==> src/rtl/rhp_pkg.sv <==
// Shared types and constants for the RGB histogram pass-through unit.
package rhp_pkg;

  localparam int PIX_W    = 24;
  localparam int CNT_W    = 32;
  localparam int SLOT_W   = 5;
  localparam int M_DATA_W = 64;
  localparam int M_USER_W = 2;

  // result kind, carried in m_tuser[0]
  localparam logic KIND_PIXEL = 1'b0;
  localparam logic KIND_COUNT = 1'b1;

  // bank order follows the dump slot order
  localparam logic [1:0] BANK_HI  = 2'd0;
  localparam logic [1:0] BANK_LO  = 2'd1;
  localparam logic [1:0] BANK_MID = 2'd2;

  typedef enum logic [1:0] {
    ST_IDLE,
    ST_UPDATE,
    ST_DUMP_RD,
    ST_DUMP_EMIT
  } state_t;

  typedef struct packed {
    logic accept;
    logic upd_wr;
    logic dump_rd;
    logic dump_emit;
  } ctrl_cmd_t;

  typedef struct packed {
    logic out_free;
    logic pix_fs;
    logic dump_last;
  } ctrl_stat_t;

endpackage

==> src/rtl/rhp_bank.sv <==
// One channel's bin counters: single-port-per-direction store with valid bits.
module rhp_bank #(
  parameter int DEPTH = 8
) (
  input  logic                            clk,
  input  logic                            rst,
  input  logic                            rd_en,
  input  logic [$clog2(DEPTH)-1:0]        rd_addr,
  input  logic                            wr_en,
  input  logic [$clog2(DEPTH)-1:0]        wr_addr,
  input  logic [rhp_pkg::CNT_W-1:0]       wr_data,
  input  logic                            clr_en,
  input  logic [$clog2(DEPTH)-1:0]        clr_addr,
  output logic [rhp_pkg::CNT_W-1:0]       rd_data,
  output logic                            rd_valid
);

  logic [rhp_pkg::CNT_W-1:0] mem [DEPTH];
  logic [DEPTH-1:0]          vld;

  always_ff @(posedge clk) begin
    if (wr_en) begin
      mem[wr_addr] <= wr_data;
    end
    if (rd_en) begin
      rd_data  <= mem[rd_addr];
      rd_valid <= vld[rd_addr];
    end
  end

  // an entry without its valid bit reads with rd_valid low; the datapath then treats it as zero
  always_ff @(posedge clk) begin
    if (rst) begin
      vld <= '0;
    end else begin
      if (wr_en) begin
        vld[wr_addr] <= 1'b1;
      end
      if (clr_en) begin
        vld[clr_addr] <= 1'b0;
      end
    end
  end

endmodule

==> src/rtl/rhp_ctrl.sv <==
// Controller: sequences pixel update and histogram dump.
module rhp_ctrl (
  input  logic                clk,
  input  logic                rst,
  input  logic                s_tvalid,
  output logic                s_tready,
  input  rhp_pkg::ctrl_stat_t stat,
  output rhp_pkg::ctrl_cmd_t  cmd
);

  rhp_pkg::state_t state;
  rhp_pkg::state_t state_next;

  always_ff @(posedge clk) begin
    if (rst) begin
      state <= rhp_pkg::ST_IDLE;
    end else begin
      state <= state_next;
    end
  end

  always_comb begin
    state_next = state;
    unique case (state)
      rhp_pkg::ST_IDLE: begin
        if (s_tvalid && stat.out_free) begin
          state_next = rhp_pkg::ST_UPDATE;
        end
      end
      rhp_pkg::ST_UPDATE: begin
        state_next = stat.pix_fs ? rhp_pkg::ST_DUMP_RD : rhp_pkg::ST_IDLE;
      end
      rhp_pkg::ST_DUMP_RD: begin
        state_next = rhp_pkg::ST_DUMP_EMIT;
      end
      rhp_pkg::ST_DUMP_EMIT: begin
        if (stat.out_free) begin
          state_next = stat.dump_last ? rhp_pkg::ST_IDLE : rhp_pkg::ST_DUMP_RD;
        end
      end
      default: state_next = rhp_pkg::ST_IDLE;
    endcase
  end

  always_comb begin
    s_tready      = 1'b0;
    cmd           = '0;
    unique case (state)
      rhp_pkg::ST_IDLE: begin
        s_tready   = stat.out_free;
        cmd.accept = stat.out_free && s_tvalid;
      end
      rhp_pkg::ST_UPDATE: begin
        cmd.upd_wr = 1'b1;
      end
      rhp_pkg::ST_DUMP_RD: begin
        cmd.dump_rd = 1'b1;
      end
      rhp_pkg::ST_DUMP_EMIT: begin
        cmd.dump_emit = stat.out_free;
      end
      default: begin
        s_tready = 1'b0;
      end
    endcase
  end

endmodule

==> src/rtl/rhp_dpath.sv <==
// Datapath: bin mapping, counter banks, dump counters and output register.
module rhp_dpath #(
  parameter int NUM_BINS = 8
) (
  input  logic                          clk,
  input  logic                          rst,
  input  logic [rhp_pkg::PIX_W-1:0]     s_tdata,
  input  logic                          s_tuser,
  input  logic                          s_tlast,
  input  rhp_pkg::ctrl_cmd_t            cmd,
  output rhp_pkg::ctrl_stat_t           stat,
  output logic                          m_tvalid,
  input  logic                          m_tready,
  output logic [rhp_pkg::M_DATA_W-1:0]  m_tdata,
  output logic [rhp_pkg::M_USER_W-1:0]  m_tuser,
  output logic                          m_tlast
);

  localparam int BW = $clog2(NUM_BINS);
  localparam int SW = $clog2(3 * NUM_BINS);
  localparam int PW = BW + 9;
  localparam int PAD_W = rhp_pkg::M_DATA_W - rhp_pkg::PIX_W - 1 - rhp_pkg::SLOT_W
                         - rhp_pkg::CNT_W;

  // bin = (v * NUM_BINS) >> 8, always below NUM_BINS
  function automatic logic [BW-1:0] bin_of(input logic [7:0] v);
    logic [PW-1:0] prod;
    prod = PW'(v) * PW'(NUM_BINS);
    return prod[8 +: BW];
  endfunction

  logic [BW-1:0]             in_bin  [3];
  logic [BW-1:0]             pix_bin [3];
  logic                      pix_fs;
  logic [1:0]                dump_bank;
  logic [BW-1:0]             dump_bin;
  logic [SW-1:0]             slot_cnt;
  logic [SW+4:0]             slot_ext;
  logic [rhp_pkg::CNT_W-1:0] bank_data [3];
  logic                      bank_valid [3];
  logic [rhp_pkg::CNT_W-1:0] cnt_sel;

  assign in_bin[rhp_pkg::BANK_HI]  = bin_of(s_tdata[23:16]);
  assign in_bin[rhp_pkg::BANK_LO]  = bin_of(s_tdata[7:0]);
  assign in_bin[rhp_pkg::BANK_MID] = bin_of(s_tdata[15:8]);

  always_ff @(posedge clk) begin
    if (cmd.accept) begin
      pix_bin <= in_bin;
      pix_fs  <= s_tuser;
    end
  end

  for (genvar g = 0; g < 3; g++) begin : g_bank
    logic                      rd_en;
    logic [BW-1:0]             rd_addr;
    logic [rhp_pkg::CNT_W-1:0] wr_data;
    logic                      clr_en;

    assign rd_en   = cmd.accept || (cmd.dump_rd && dump_bank == 2'(g));
    assign rd_addr = cmd.accept ? in_bin[g] : dump_bin;
    assign wr_data = (bank_valid[g] ? bank_data[g] : '0) + rhp_pkg::CNT_W'(1);
    assign clr_en  = cmd.dump_emit && dump_bank == 2'(g);

    rhp_bank #(
      .DEPTH (NUM_BINS)
    ) u_bank (
      .clk      (clk),
      .rst      (rst),
      .rd_en    (rd_en),
      .rd_addr  (rd_addr),
      .wr_en    (cmd.upd_wr),
      .wr_addr  (pix_bin[g]),
      .wr_data  (wr_data),
      .clr_en   (clr_en),
      .clr_addr (dump_bin),
      .rd_data  (bank_data[g]),
      .rd_valid (bank_valid[g])
    );
  end

  // dump walk: bank by bank, bin by bin, slot alongside
  always_ff @(posedge clk) begin
    if (cmd.upd_wr) begin
      dump_bank <= rhp_pkg::BANK_HI;
      dump_bin  <= '0;
      slot_cnt  <= '0;
    end else if (cmd.dump_emit) begin
      slot_cnt <= slot_cnt + SW'(1);
      if (dump_bin == BW'(NUM_BINS - 1)) begin
        dump_bin  <= '0;
        dump_bank <= dump_bank + 2'd1;
      end else begin
        dump_bin <= dump_bin + BW'(1);
      end
    end
  end

  always_comb begin
    case (dump_bank)
      rhp_pkg::BANK_HI:  cnt_sel = bank_valid[0] ? bank_data[0] : '0;
      rhp_pkg::BANK_LO:  cnt_sel = bank_valid[1] ? bank_data[1] : '0;
      rhp_pkg::BANK_MID: cnt_sel = bank_valid[2] ? bank_data[2] : '0;
      default:           cnt_sel = '0;
    endcase
  end

  // slot field keeps the low five bits of the slot number
  assign slot_ext = {5'b0, slot_cnt};

  assign stat.out_free  = !m_tvalid || m_tready;
  assign stat.pix_fs    = pix_fs;
  assign stat.dump_last = dump_bank == rhp_pkg::BANK_MID && dump_bin == BW'(NUM_BINS - 1);

  always_ff @(posedge clk) begin
    if (rst) begin
      m_tvalid <= 1'b0;
    end else if (cmd.accept || cmd.dump_emit) begin
      m_tvalid <= 1'b1;
    end else if (m_tready) begin
      m_tvalid <= 1'b0;
    end
  end

  always_ff @(posedge clk) begin
    if (cmd.accept) begin
      m_tdata <= {PAD_W'(0), rhp_pkg::CNT_W'(0), rhp_pkg::SLOT_W'(0), s_tlast, s_tdata};
      m_tuser <= {s_tuser, rhp_pkg::KIND_PIXEL};
      m_tlast <= !s_tuser;
    end else if (cmd.dump_emit) begin
      m_tdata <= {PAD_W'(0), cnt_sel, slot_ext[4:0], 1'b0, rhp_pkg::PIX_W'(0)};
      m_tuser <= {1'b0, rhp_pkg::KIND_COUNT};
      m_tlast <= stat.dump_last;
    end
  end

  a_pixel_first: assert property (@(posedge clk) disable iff (rst)
    cmd.accept |=> m_tvalid && m_tuser[0] == rhp_pkg::KIND_PIXEL)
    else $error("pixel request not presented after acceptance");

  a_count_word: assert property (@(posedge clk) disable iff (rst)
    cmd.dump_emit |=> m_tvalid && m_tuser[0] == rhp_pkg::KIND_COUNT
                      && m_tlast == $past(stat.dump_last))
    else $error("count word or its last flag wrong");

  a_dump_restart: assert property (@(posedge clk) disable iff (rst)
    cmd.upd_wr |=> dump_bank == rhp_pkg::BANK_HI && dump_bin == '0 && slot_cnt == '0)
    else $error("dump walk not rewound after update");

  a_bank_range: assert property (@(posedge clk) disable iff (rst)
    cmd.dump_emit |-> dump_bank == rhp_pkg::BANK_HI || dump_bank == rhp_pkg::BANK_LO
                      || dump_bank == rhp_pkg::BANK_MID)
    else $error("dump ran past the last bank");

endmodule

==> src/rtl/rgb_histogram_passthrough_unit.sv <==
// Top level: per-channel colour histogram with pixel pass-through.
// The passed pixel is registered and shows on the master side the cycle after it is taken.
// A pixel's counters are read as it is taken and written back in the update state, before
// the next is taken. A start-of-frame pixel then dumps all 3*NUM_BINS counts as output allows;
// each bank has one read and one write port, so the dump reads one counter at a time.
// Reset: synchronous; clears the controller and the counters' valid bits, so all counts read 0.
module rgb_histogram_passthrough_unit #(
  parameter int NUM_BINS = 8
) (
  input  logic                          clk,
  input  logic                          rst,
  input  logic                          s_tvalid,
  output logic                          s_tready,
  input  logic [rhp_pkg::PIX_W-1:0]     s_tdata,   // [23:0] pixel
  input  logic                          s_tuser,   // [0] frame_start
  input  logic                          s_tlast,   // line_end
  output logic                          m_tvalid,
  input  logic                          m_tready,
  // [23:0] pixel_out, [24] line_end_out, [29:25] slot, [61:30] count, [63:62] zero
  output logic [rhp_pkg::M_DATA_W-1:0]  m_tdata,
  output logic [rhp_pkg::M_USER_W-1:0]  m_tuser,   // [0] kind, [1] frame_start_out
  output logic                          m_tlast    // last_of_run
);

  rhp_pkg::ctrl_cmd_t  cmd;
  rhp_pkg::ctrl_stat_t stat;

  rhp_ctrl u_ctrl (
    .clk      (clk),
    .rst      (rst),
    .s_tvalid (s_tvalid),
    .s_tready (s_tready),
    .stat     (stat),
    .cmd      (cmd)
  );

  rhp_dpath #(
    .NUM_BINS (NUM_BINS)
  ) u_dpath (
    .clk      (clk),
    .rst      (rst),
    .s_tdata  (s_tdata),
    .s_tuser  (s_tuser),
    .s_tlast  (s_tlast),
    .cmd      (cmd),
    .stat     (stat),
    .m_tvalid (m_tvalid),
    .m_tready (m_tready),
    .m_tdata  (m_tdata),
    .m_tuser  (m_tuser),
    .m_tlast  (m_tlast)
  );

endmodule
==> config.mk <==
export PLATFORM = sky130hd
export DESIGN_NAME = rgb_histogram_passthrough_unit
export DESIGN_NICKNAME = d
export VERILOG_FILES = /design/src/rtl/rhp_pkg.sv /design/src/rtl/rhp_bank.sv /design/src/rtl/rhp_ctrl.sv /design/src/rtl/rhp_dpath.sv /design/src/rtl/rgb_histogram_passthrough_unit.sv
export SDC_FILE = /design/constraint.sdc
export NUM_CORES = 1
export LEC_CHECK = 0
export BUFFER_PORTS_ARGS = -buffer_cell sky130_fd_sc_hd__buf_2
export CELL_PAD_IN_SITES_DETAIL_PLACEMENT = 1
export CELL_PAD_IN_SITES_GLOBAL_PLACEMENT = 2
export CORE_ASPECT_RATIO = 1.1
export CORE_MARGIN = 2
export CORE_UTILIZATION = 30
export CTS_CLUSTER_DIAMETER = 60
export CTS_CLUSTER_SIZE = 8
export DETAILED_ROUTE_END_ITERATION = 7
export PLACE_DENSITY_LB_ADDON = 0.1
export SYNTH_ARGS = -nofsm -noshare
export SYNTH_HDL_FRONTEND = slang
export SYNTH_SLANG_ARGS = --single-unit
==> constraint.sdc <==
create_clock -name clk -period 5.3 [get_ports clk]
set_input_delay 0.265 -clock clk [delete_from_list [all_inputs] [get_ports clk]]
set_output_delay 0.265 -clock clk [all_outputs]
set_load 0.005 [all_outputs]
## Word-level counts from Yosys, hierarchy flattened

Memories as Yosys holds them, arrays and structs flattened. A register that Yosys moved wholly into a read port is not among the register bits.
Cells that the tools add are included.

- Flip-flop bits (word level): 115
- Memory bits (writable): 768
- Bits of input ports: 30
- Output and inout bits: 69
- Word-level logic and storage cells: 131
- Memories kept: 3

- $add $sub $neg: 6
- Magnitude comparators: 11
- Equality and inequality tests: 8
- Muxes and demuxes: 51
- Bitwise logic cells: 7
- Reductions and logical operators: 25

Memory list:

| name | words | bits a word | rd ports | clocked after Yosys merged registers in | write ports | line | text |
|---|---|---|---|---|---|---|---|
| u_dpath.g_bank[0].u_bank.mem | 8 | 32 | 1 | 1 | 1 | rhp_bank.sv:18 | `logic [rhp_pkg::CNT_W-1:0] mem [DEPTH];` |
| u_dpath.g_bank[1].u_bank.mem | 8 | 32 | 1 | 1 | 1 | rhp_bank.sv:18 |  |
| u_dpath.g_bank[2].u_bank.mem | 8 | 32 | 1 | 1 | 1 | rhp_bank.sv:18 |  |

Operators with widths:

| kind | number |
|---|---|
| 32-bit by 1-bit adder with 32-bit output, second input constant | 3 |
| 32-bit 2-to-1 mux | 3 |
| 32-bit one-hot mux with 3 select lines | 1 |
| 8-bit 2-to-1 mux | 9 |
| 25-bit 2-to-1 mux | 2 |
| 3-bit by 4-bit < comparator with 1-bit output, second input constant | 7 |
| 8-bit AND | 3 |
| 8-bit OR | 3 |
| 1-bit 2-to-1 mux | 18 |
| 1-bit demux with 3-bit select | 4 |
| 3-bit by 1-bit >= comparator with 1-bit output, second input constant | 4 |
| 1-bit logical AND | 12 |
| 2-bit 2-to-1 mux | 6 |
| 3-bit 2-to-1 mux | 4 |
| 1-bit binary-select mux with 3-bit select | 3 |
| 8-bit NOT | 1 |
| 2-bit one-hot mux with 4 select lines | 1 |
| 2-bit == test, second input constant | 3 |
| 5-bit by 1-bit adder with 5-bit output, second input constant | 1 |
| 1-bit logical OR | 5 |
| 2-bit by 1-bit == test with 1-bit output, second input constant | 2 |
| 2-bit logical NOT | 2 |
| 2-bit by 1-bit != test with 1-bit output, second input constant | 2 |
| 2-bit AND reduction | 2 |
| 5 further kinds | 7 |

## Depth between registers and ports, before layout

- Word-level depth: 9
- Mapped depth: 10

## Modules after synthesis

Synthesis repeated with hierarchy kept, for this count alone.

- Cell total of the unflattened synthesis: 2125
- Area, all modules: 39402.8 sq um

By module, submodules not included:

| module | times used | cells each | area each (sq um) |
|---|---|---|---|
| rhp_bank | 3 | 454 | 11081.9 |
| rhp_dpath | 1 | 749 | 6035.8 |
| rhp_ctrl | 1 | 14 | 121.4 |

## Worst setup path before layout

No wires, ideal clock.

- Path type: flip-flop to flip-flop
- From: reg u_ctrl.state[0]
- To: mem u_dpath.g_bank[2].u_bank.mem[0][0] in the netlist's numbering (enable)
- Setup time: 0.505 ns
- Arrival: 4.101 ns
- Setup slack: 0.694 ns
- Stages on the path, launching flop included: 5
- Period minus slack after synthesis: 4.606 ns
- Path through: dfxtp_1 > clkbuf_1 > nand2b_1 > clkbuf_1 > nor4_1

- Cells in the longest elaborated chain, start to end: 4

RTL lines:

| item | line | text |
|---|---|---|
| start, declared | rhp_ctrl.sv:11 | `rhp_pkg::state_t state;` |
| start signal, assigned | rhp_ctrl.sv:16 | `state <= rhp_pkg::ST_IDLE;` |
| start signal, assigned | rhp_ctrl.sv:18 | `state <= state_next;` |
| 2-bit by 1-bit == test with 1-bit output | rhp_ctrl.sv:48 | `unique case (state)` |
| 1-bit 2-to-1 mux | rhp_ctrl.sv:48 |  |
| 1-bit 2-to-1 mux | rhp_bank.sv:22 | `if (wr_en) begin` |
| 1-bit 2-to-1 mux (not written as such) | rhp_bank.sv:23 | `mem[wr_addr] <= wr_data;` |
| end, declared | rhp_bank.sv:18 |  |

No other way between the ends.

## Worst setup path after layout

- From: reg u_ctrl.state[0]
- To: reg u_dpath.g_bank[1].u_bank.rd_data[18] in the netlist's numbering (read register of u_dpath.g_bank[1].u_bank.mem), data pin

- Cells in the longest elaborated chain, start to end: 4

RTL lines:

| item | line | text |
|---|---|---|
| 2-bit == test | rhp_ctrl.sv:48 |  |
| 1-bit 2-to-1 mux | rhp_ctrl.sv:48 |  |
| 1-bit logical AND | rhp_dpath.sv:60 | `assign rd_en = cmd.accept \|\| (cmd.dump_rd && dump_bank == 2'(g));` |
| 1-bit logical OR | rhp_dpath.sv:60 |  |
| end, declared | rhp_bank.sv:14 | `output logic [rhp_pkg::CNT_W-1:0] rd_data,` |

Parallel ways exist; a longest one is shown, timed or not.
A chain may end at the register's enable or synchronous reset.

==> impl_metrics.json <==
{
  "grtUsageMet2_pct": 37.2,
  "drtIter0Drc": 2683,
  "core_area_mm2": 0.136,
  "htree_num_levels": 4,
  "cts-buffers-inserted": 145,
  "routed_wl_mm": 154,
  "grt_max_degree": 180,
  "grt_usage_pct": 21.8,
  "root_buffer": "clkbuf_16",
  "yosysWarningCount": 0,
  "wire_per_inst_um": 30.5,
  "rsz0062_at_grt": "false",
  "p_sw_share_pct": 25.8,
  "grt_pass1_vias": 29900,
  "synthTopCellsByArea": "edfxtp_1 66%, dfxtp_1 3.6%, nand2_1 3.1%, nand3_1 2.8%, a222oi_1 2.3%",
  "crit_top_cell": "buf_4",
  "multi_input_area_mm2": 0.0118,
  "avgSynthCellArea_um2": 13.4,
  "die_h_um": 393,
  "final_max_slew_viol_count": 0,
  "synth-edff-count": 904,
  "finalCritPeriodShare_pct": 71.7,
  "slowest_stage": "nand2_2",
  "synth_top_area_share_pct": 65.8,
  "final_cells": 5046,
  "crit_path_max_incr_delay_ps": 790,
  "vias_per_cell": 5.64,
  "fp-row-count": 142,
  "num_vias": 28500,
  "drt_first_pass_iters": 8,
  "violations": "design-rule violations",
  "crit_required_ps": 5750,
  "period_needed_ps": 3800,
  "min_path_type": "input pin to register",
  "tritoncts": "yes",
  "finalClockSkew_ps": 39.0,
  "dp_cells": 4802,
  "path_max_fanout": 53,
  "ys_seq_area_share_pct": 69.4,
  "port_buffers": 96,
  "synth_seq_cells": 979,
  "end_kind": "register",
  "layout-drive-gt1-share_pct": 12.8,
  "antenna_found_initial": 4,
  "gp_congestion": 0.769,
  "async_reset_ff_share_pct": 0,
  "fill_cells": 14100,
  "clkPwrFrac_pct": 43.8,
  "worstPathArrival_ps": 4250,
  "p_per_area_mw_per_mm2": 407,
  "initial_core_util_pct": 30.2,
  "busiest_layer": "met2",
  "synth.distinct_cells": 61,
  "fmax_mhz": 263,
  "cellLeakagePower_nw": 16.2,
  "startpoint_type": "register",
  "clockBufferDepth": 3,
  "worstSetupPathType": "register to register",
  "cts_setup_buffers": 0,
  "synth_area_leader_cell": "edfxtp_1",
  "io_pins": 99,
  "seqCellArea_mm2": 0.0287,
  "setup_violations": 0,
  "grt_overflow": 0,
  "route.detailed.drc": 1,
  "dpl.hpwl_mm": 87.3,
  "internal_power_w": 0.0146,
  "tns_ps": 0,
  "die_width_um": 358,
  "tightest_slew_ps": 1330,
  "fin_nets": 3218,
  "syn2layout_area_growth_pct": 17.4,
  "finalHoldViolCount": 0,
  "die_area_mm2": 0.141,
  "synthFlopType": "edfxtp_1",
  "maxCapViolations": 0,
  "use_met1_pct": 28.5,
  "ant_nets": 0,
  "mappedNetlistArea_mm2": 0.0413,
  "cts.clk_slew.worst_paths_ps": 50,
  "relSlewSlack_pct": 11.4,
  "clock_latency_ps": 780,
  "syn_inst": 3077,
  "status": "complete, but fails checks",
  "ir_worst_vdd_mv": 0.362,
  "cts_num_sinks": 979,
  "switchingPower_w": 0.00508,
  "seqPwrFrac_pct": 46.5,
  "grt_pass1_wl_mm": 220,
  "crit_path_cell_trace": "nor2_2 > nand4_1 > buf_4 > nand2_2 > buf_4 > a211oi_1 > a311oi_1",
  "p_comb_share_pct": 9.7,
  "grt_use_met3_pct": 3.13
}
-- timing repair --
item,CTS,global route
hold endpoints to repair,33,0
gates resized for setup,0,0
hold buffers,28,0
-- cell type report --
type / instances / share of cell area (%)
sequential: 979 / 59.2
multi-input combinational: 1817 / 24.4
clock buffer: 194 / 8.13
tap: 1800 / 4.65
timing repair buffer: 210 / 3.03
clock inverter: 20 / 0.473
inverter: 24 / 0.186
antenna: 2 / 0.0103
-- per-stage QoR --
| step | util, % | setup WS (ps) | power (W) | hold slack [ps] | area (um^2) |
|---|---|---|---|---|---|
| after floorplan | - | 694 | 0.0103 | 364 | 41300 |
| after global placement | 32.2 | 1430 | 0.0112 | 446 | 44000 |
| after detailed placement | 32.2 | 1370 | 0.0112 | 454 | 44000 |
| after CTS | 35.5 | 1420 | 0.0200 | 143 | 48400 |
| after global routing | 35.5 | 1230 | 0.0204 | 216 | 48400 |
| final | 35.5 | 1500 | 0.0197 | 206 | 48400 |
-- cells in the final DEF, fill, tap and decap left out, types with 9 or more instances in the layout --
cell type      Yosys  routed
edfxtp_1         904     904
nand2_1          337     334
nand3_1          232     231
clkbuf_16          0     150
and2_1           142     141
and3_1           130     130
a211oi_1         109     109
o21ai_0          108     108
a311oi_1          98      98
a222oi_1          96      96
buf_2             34      96
a32o_1            94      94
nor2_1            95      81
buf_4              7      81
dfxtp_1           75      74
xor2_1            44      44
clkbuf_1         213      42
nand4_1           38      38
a22o_1            34      34
a21oi_1           34      31
a22oi_1           31      31
dlygate4sd3_1      0      28
xnor2_1           26      26
nand2b_1          19      19
inv_1             21      18
nor2_4             0      13
nor3_2             0      11
ha_1              11      11
and4_1             9       9
or3_1              9       9
o21bai_1           9       9
-- power groups by stage --
stage,clock network (W),logic [W],registers [W]
after global placement,0,0.00187,0.00931
final,0.00862,0.00191,0.00917
after global routing,0.00911,0.00207,0.00918
after CTS,0.00884,0.00194,0.00917
after floorplan,0,0.00112,0.00916
after detailed placement,0,0.00192,0.00931
-- worst max-delay path, delay by kind of cell (launching register included) --
kind	cells	cell delay (ps)
buf+inv	2	1090
simple gates	3	1280
flops	1	710
compound gates	2	360
-- layer usage --
layer	part of all wire, %	wire length [um]
met5	0	0
met4	2.6	4000
met3	4.5	6930
met2	49	75600
met1	44	67300
-- synth_stat cells, drive strengths merged (94+ instances only) --
library cell  count
edfxtp          904
nand2           337
nand3           232
clkbuf          213
and2            143
and3            130
a211oi          109
o21ai           108
a311oi           98
a222oi           96
nor2             96
a32o             94
-- cell families (layout without fill, tap and decap cells) --
| kind of cell | count (synthesis) | in the layout | synth area share [%] |
|---|---|---|---|
| adder cells (fa/ha/maj) | 11 | 11 | 0.334 |
| XOR/XNOR | 70 | 70 | 1.49 |
| AO/OA/AOI/OAI | 659 | 659 | 12.8 |
| buffers and inverters | 282 | 448 | 2.73 |
| multiplexers | 9 | 9 | 0.227 |
| other | 1 | 4 | 0.00909 |
| AND/OR/NAND/NOR | 1066 | 1066 | 13.0 |
| flip-flops | 979 | 979 | 69.4 |
-- flip-flops by register name, indices dropped and copies added, names as in the netlist --
| name | flops |
|---|---|
| u_dpath.m_tvalid | 1 |
| u_dpath.m_tlast | 1 |
| u_dpath.g_bank.u_bank.rd_valid | 3 |
| u_dpath.slot_cnt | 5 |
| u_dpath.pix_fs | 1 |
| u_dpath.g_bank.u_bank.vld | 24 |
| u_dpath.g_bank.u_bank.rd_data | 96 |
| u_dpath.dump_bank | 2 |
| u_dpath.g_bank.u_bank.mem | 768 |
| u_dpath.pix_bin | 9 |
| u_dpath.dump_bin | 3 |
| u_dpath.m_tdata | 62 |
| u_dpath.m_tuser | 2 |
| u_ctrl.state | 2 |
-- path summary, 6_finish.rpt --
| kind | startpoint | end | slack (ps) | depth (start not counted) |
|---|---|---|---|---|
| max | u_ctrl.state[0] | u_dpath.g_bank[1].u_bank.rd_data[18] | 1500 | 7 |
| min | m_tready | u_ctrl.state[0] | 210 | 3 |
| max reg2reg | u_ctrl.state[0] | u_dpath.g_bank[1].u_bank.rd_data[18] | 1500 | 7 |
| min reg2reg | u_dpath.m_tdata[28] | u_dpath.m_tdata[28] | 460 | 2 |
Note: power is estimated with default switching activity, not from simulation.
